## src/sv/ddru_pkg.sv

```systemverilog
`default_nettype none
// ---------------------------------------------------------------------------
// ddru_pkg: shared types and constants for the dense shortest-path block
// Operation codes, sequencer states, read kinds and the request bundle of
// the shared compare unit.
// ---------------------------------------------------------------------------
package ddru_pkg;

	localparam int DIST_W = 31;
	localparam int VTX_W  = 4;
	localparam int CNT_W  = 5;

	localparam logic [DIST_W-1:0] INF_DIST = 31'h7FFF_FFFF;
	localparam logic [CNT_W-1:0]  VCOUNT_RESET = 5'd16;

	typedef enum logic [1:0] {
		OP_WRITE = 2'd0,
		OP_RUN   = 2'd1,
		OP_READ  = 2'd2,
		OP_NONE  = 2'd3
	} op_t;

	typedef enum logic [3:0] {
		S_IDLE,
		S_READ,
		S_SEL,
		S_SEL_DRAIN,
		S_MARK,
		S_RELAX,
		S_RELAX_DRAIN,
		S_EMIT
	} state_t;

	typedef enum logic [2:0] {
		RK_SEL,
		RK_DIST,
		RK_W,
		RK_OUT,
		RK_READ
	} rd_kind_t;

	typedef struct packed {
		logic              relax;
		logic              picked;
		logic [DIST_W-1:0] data;
		logic [DIST_W-1:0] best;
		logic [DIST_W-1:0] cur;
	} cmp_req_t;

endpackage
`default_nettype wire

```

## src/sv/ddru_cmp_unit.sv

```systemverilog
`default_nettype none
// ---------------------------------------------------------------------------
// ddru_cmp_unit: shared add and compare unit
// In selection mode it tests whether a candidate distance is at most the
// best so far. In relaxation mode it forms the path sum through the picked
// vertex and tests whether it improves the current distance.
// ---------------------------------------------------------------------------
module ddru_cmp_unit (
	input  wire ddru_pkg::cmp_req_t                 req,
	output logic                                    take,
	output logic [ddru_pkg::DIST_W-1:0]             sum
);
	import ddru_pkg::*;

	logic [DIST_W:0] add_w;
	logic [DIST_W:0] lhs;
	logic [DIST_W:0] rhs;
	logic            less;
	logic            equal;
	logic            allowed;

	always_comb begin
		add_w   = {1'b0, req.best} + {1'b0, (req.relax ? req.data : {DIST_W{1'b0}})};
		lhs     = req.relax ? add_w : {1'b0, req.data};
		rhs     = req.relax ? {1'b0, req.cur} : add_w;
		less    = lhs < rhs;
		equal   = lhs == rhs;
		allowed = !req.picked;
		if (req.relax) begin
			allowed = allowed && (req.data != '0) && (req.best != INF_DIST);
		end
		take = allowed && (less || (!req.relax && equal));
		sum  = add_w[DIST_W-1:0];
	end

endmodule
`default_nettype wire

```

## config.mk

```make
export PLATFORM = sky130hd
export DESIGN_NAME = ddru_cmp_unit
export DESIGN_NICKNAME = d
export VERILOG_FILES = /design/src/sv/ddru_pkg.sv /design/src/sv/ddru_cmp_unit.sv
export SDC_FILE = /design/constraint.sdc
export NUM_CORES = 1
export LEC_CHECK = 0
export BUFFER_PORTS_ARGS = -buffer_cell sky130_fd_sc_hd__buf_2
export CAP_MARGIN = 5
export CORE_MARGIN = 8
export CORE_UTILIZATION = 52
export DETAILED_ROUTE_END_ITERATION = 10
export MAX_ROUTING_LAYER = met4
export PLACE_DENSITY_LB_ADDON = 0.25
export SLEW_MARGIN = 10
export SYNTH_ARGS = -nofsm -noshare
export SYNTH_HDL_FRONTEND = slang
export SYNTH_SLANG_ARGS = --single-unit
```

## constraint.sdc

```tcl
create_clock -name vclk -period 16.2
set_clock_uncertainty 0.2 [all_clocks]
set_input_delay 1.62 -clock vclk [all_inputs]
set_output_delay 1.62 -clock vclk [all_outputs]
set_load 0.02 [all_outputs]
```

==> metrics.txt <==
Top Usage Layer GRT met2; drt wl/cell between 15 and 20 um; P&R area growth vs syn 18.8%; cell area after synthesis between 3000 and 4000 um2; seq_cells 0; GR met1 Demand/Resource ~30%; Post-CTS Repair Setup Buffers 0; Total Routed Length 11.8 mm; Syn Inst Count between 400 and 500; Routability Congestion ~0.94; CP endpoint kind primary output; Final Util between 60% and 70%; slowest stage cell, crit path buf_4; GR Layer Usage met3 2.42%; Die W around 100 um; measured slew at the worst slew-check pin approximately 0.79 ns; first-pass GRT wire length about 19 mm; Synth warnings 0; Final Instance Count excl. Fillers approximately 700; post-DP HPWL roughly 10 mm; chip height roughly 100 um; Slew Limit Fails 0; DR vias 4205; WP data required around 14 ns; number of global-route vias before repair 4065; Final Cycle Share between 50% and 60%; total net switching power between 0.1 and 0.15 mW; CP Buf/Inv Count 4; initial DRC count between 150 and 200; row cnt 30; Slew headroom roughly 47%; critical-path cell list buf_2, buf_4, and2_1, ha_1, inv_1, fa_1, and2b_1, o211ai_1, a21oi_2, o2111ai_2, a21oi_1, o22ai_1, xnor2_1, mux2_2, ha_1, nand2_1, nor2_1, a2111oi_0, o32a_1, a21boi_0, o22a_1, a221oi_2, buf_2; GRT overflow 0; Placed Instances between 600 and 700; CP delay by family, top compound AO/OA/AOI/OAI gates; slowest stage delay, CP 0.62 ns; sequential fraction of design power 0%; # fillers a little over 600; initial core utilization between 50% and 60%; status finished, final reports clean; fin nets 761; die area 9990 um2; Setup TNS 0 ns; RSZ-0062 raised after global routing false; Comb pwr share 100.0%; Storage cell area 0 um2; sequential area share after synthesis 0%; hold_ws about 3.3 ns; PwrDens around 46 nW/um2; Worst VDD drop between 0.02 and 0.03 mV; Fmax roughly 120 MHz; critical path launch point type input pin; # resized after CTS 0; most frequent cells in the layout 127 x buf_2, 62 x ha_1, 36 x and2_1, 35 x nor2_1, 33 x a21oi_1; HP Class in -> out; met2 Use GR between 30% and 40%; LEAKAGE about 2.1 nW; worst path arrival time 6.75 ns; Worst Hold Depth 3; clock buf count 0; Via density around 6; Fin. Hold Viols 0; synth unique cells just under 70; Port Buf Inserts between 100 and 150; initial antenna violation count 0; commonest non-fill, non-tap cell in the layout buf_2; min cycle time layout ~8.6 ns; mean post-synth cell area 7.43 um2; sw frac 58.1%; post-synth top area cell ha_1; cts hold-fix bufs 0; share of cells above drive strength 1 ~28%; router iterations before antenna repair 5; drt drc 0; MaxCap Viol Count 0; count of final setup violators 0; clock group share of total power 0%; largest net degree at the start of global routing 87; io pins ~130; post-route ant nets 0; Inserted Diodes 0; WS Path Type in -> out; core area roughly 6800 um2; crit-path max FO 86; Pint approximately 0.084 mW; Synth Net Count around 650; critical path depth 23; All-Layer GR Usage between 20% and 30%; area share of the largest cell type after synthesis 21.2%; top cells by area, synth ha_1 21%, mux2_2 6.8%, and2_1 6.1%
==> power groups by stage <==
stage	clock network, mW	registers [mW]	logic [mW]
final	0	0	0.201
after global placement	0	0	0.194
after detailed placement	0	0	0.198
after global routing	0	0	0.221
after CTS	0	0	0.199
after floorplan	0	0	0.141
==> tightest hold or removal path: stages <==
cell	delay [ns]
buf_2	0.10
a221oi_2	0.04
buf_2	0.15
==> cell usage after synthesis (10+ instances only) <==
cell and number:
mux2i_1 22, ha_1 62, and2_1 36, nand2_1 30, mux2_2 22, nor4_1 10, inv_1 17, xnor2_1 18
clkbuf_1 17, a21o_1 16, a21oi_1 33, nor2_1 35, nand4_1 19, nand3_1 11, o21ai_0 12, o21a_1 11
==> path summary, 6_finish.rpt <==
| check | from | endpoint | slack [ns] |
|---|---|---|---|
| min | req[93] | take | 3.34 |
| max | req[94] | take | 7.63 |
==> metal layers <==
layer,vias to the layer above,wire length [um]
met2,146,5510
met1,1934,5450
met4,0,75
met3,10,734
li1,2115,-
met5,-,0
==> stage by stage <==
stage	cell area, um2	setup WS, ns	total power [mW]
2_1_floorplan	3660	8.19	0.141
3_3_place_gp	4350	7.88	0.194
3_5_place_dp	4350	7.78	0.198
4_1_cts	4350	7.72	0.199
5_1_grt	4350	7.23	0.221
6_report	4350	7.63	0.201
==> layout make-up <==
| cell class | count | area (um2) | share of cell area [%] |
|---|---|---|---|
| Multi-Input combinational cell | 455 | 3520 | 80.8 |
| Tap cell | 96 | 120 | 2.76 |
| Inverter | 17 | 63.8 | 1.47 |
| Timing Repair Buffer | 129 | 651 | 14.9 |
==> logic make-up (layout without fill, tap and decap cells) <==
group / Yosys count / after routing / synth area share (%)
muxes: 44 / 44 / 12.8
adders and majority gates: 63 / 63 / 21.7
AOI/OAI and AO/OA: 145 / 145 / 29.5
and+or+nand+nor: 183 / 183 / 27.3
xor gates and xnor gates: 20 / 20 / 4.78
buffers and inverters: 38 / 146 / 3.96
No activity file was read; power rests on OpenSTA's default activity.
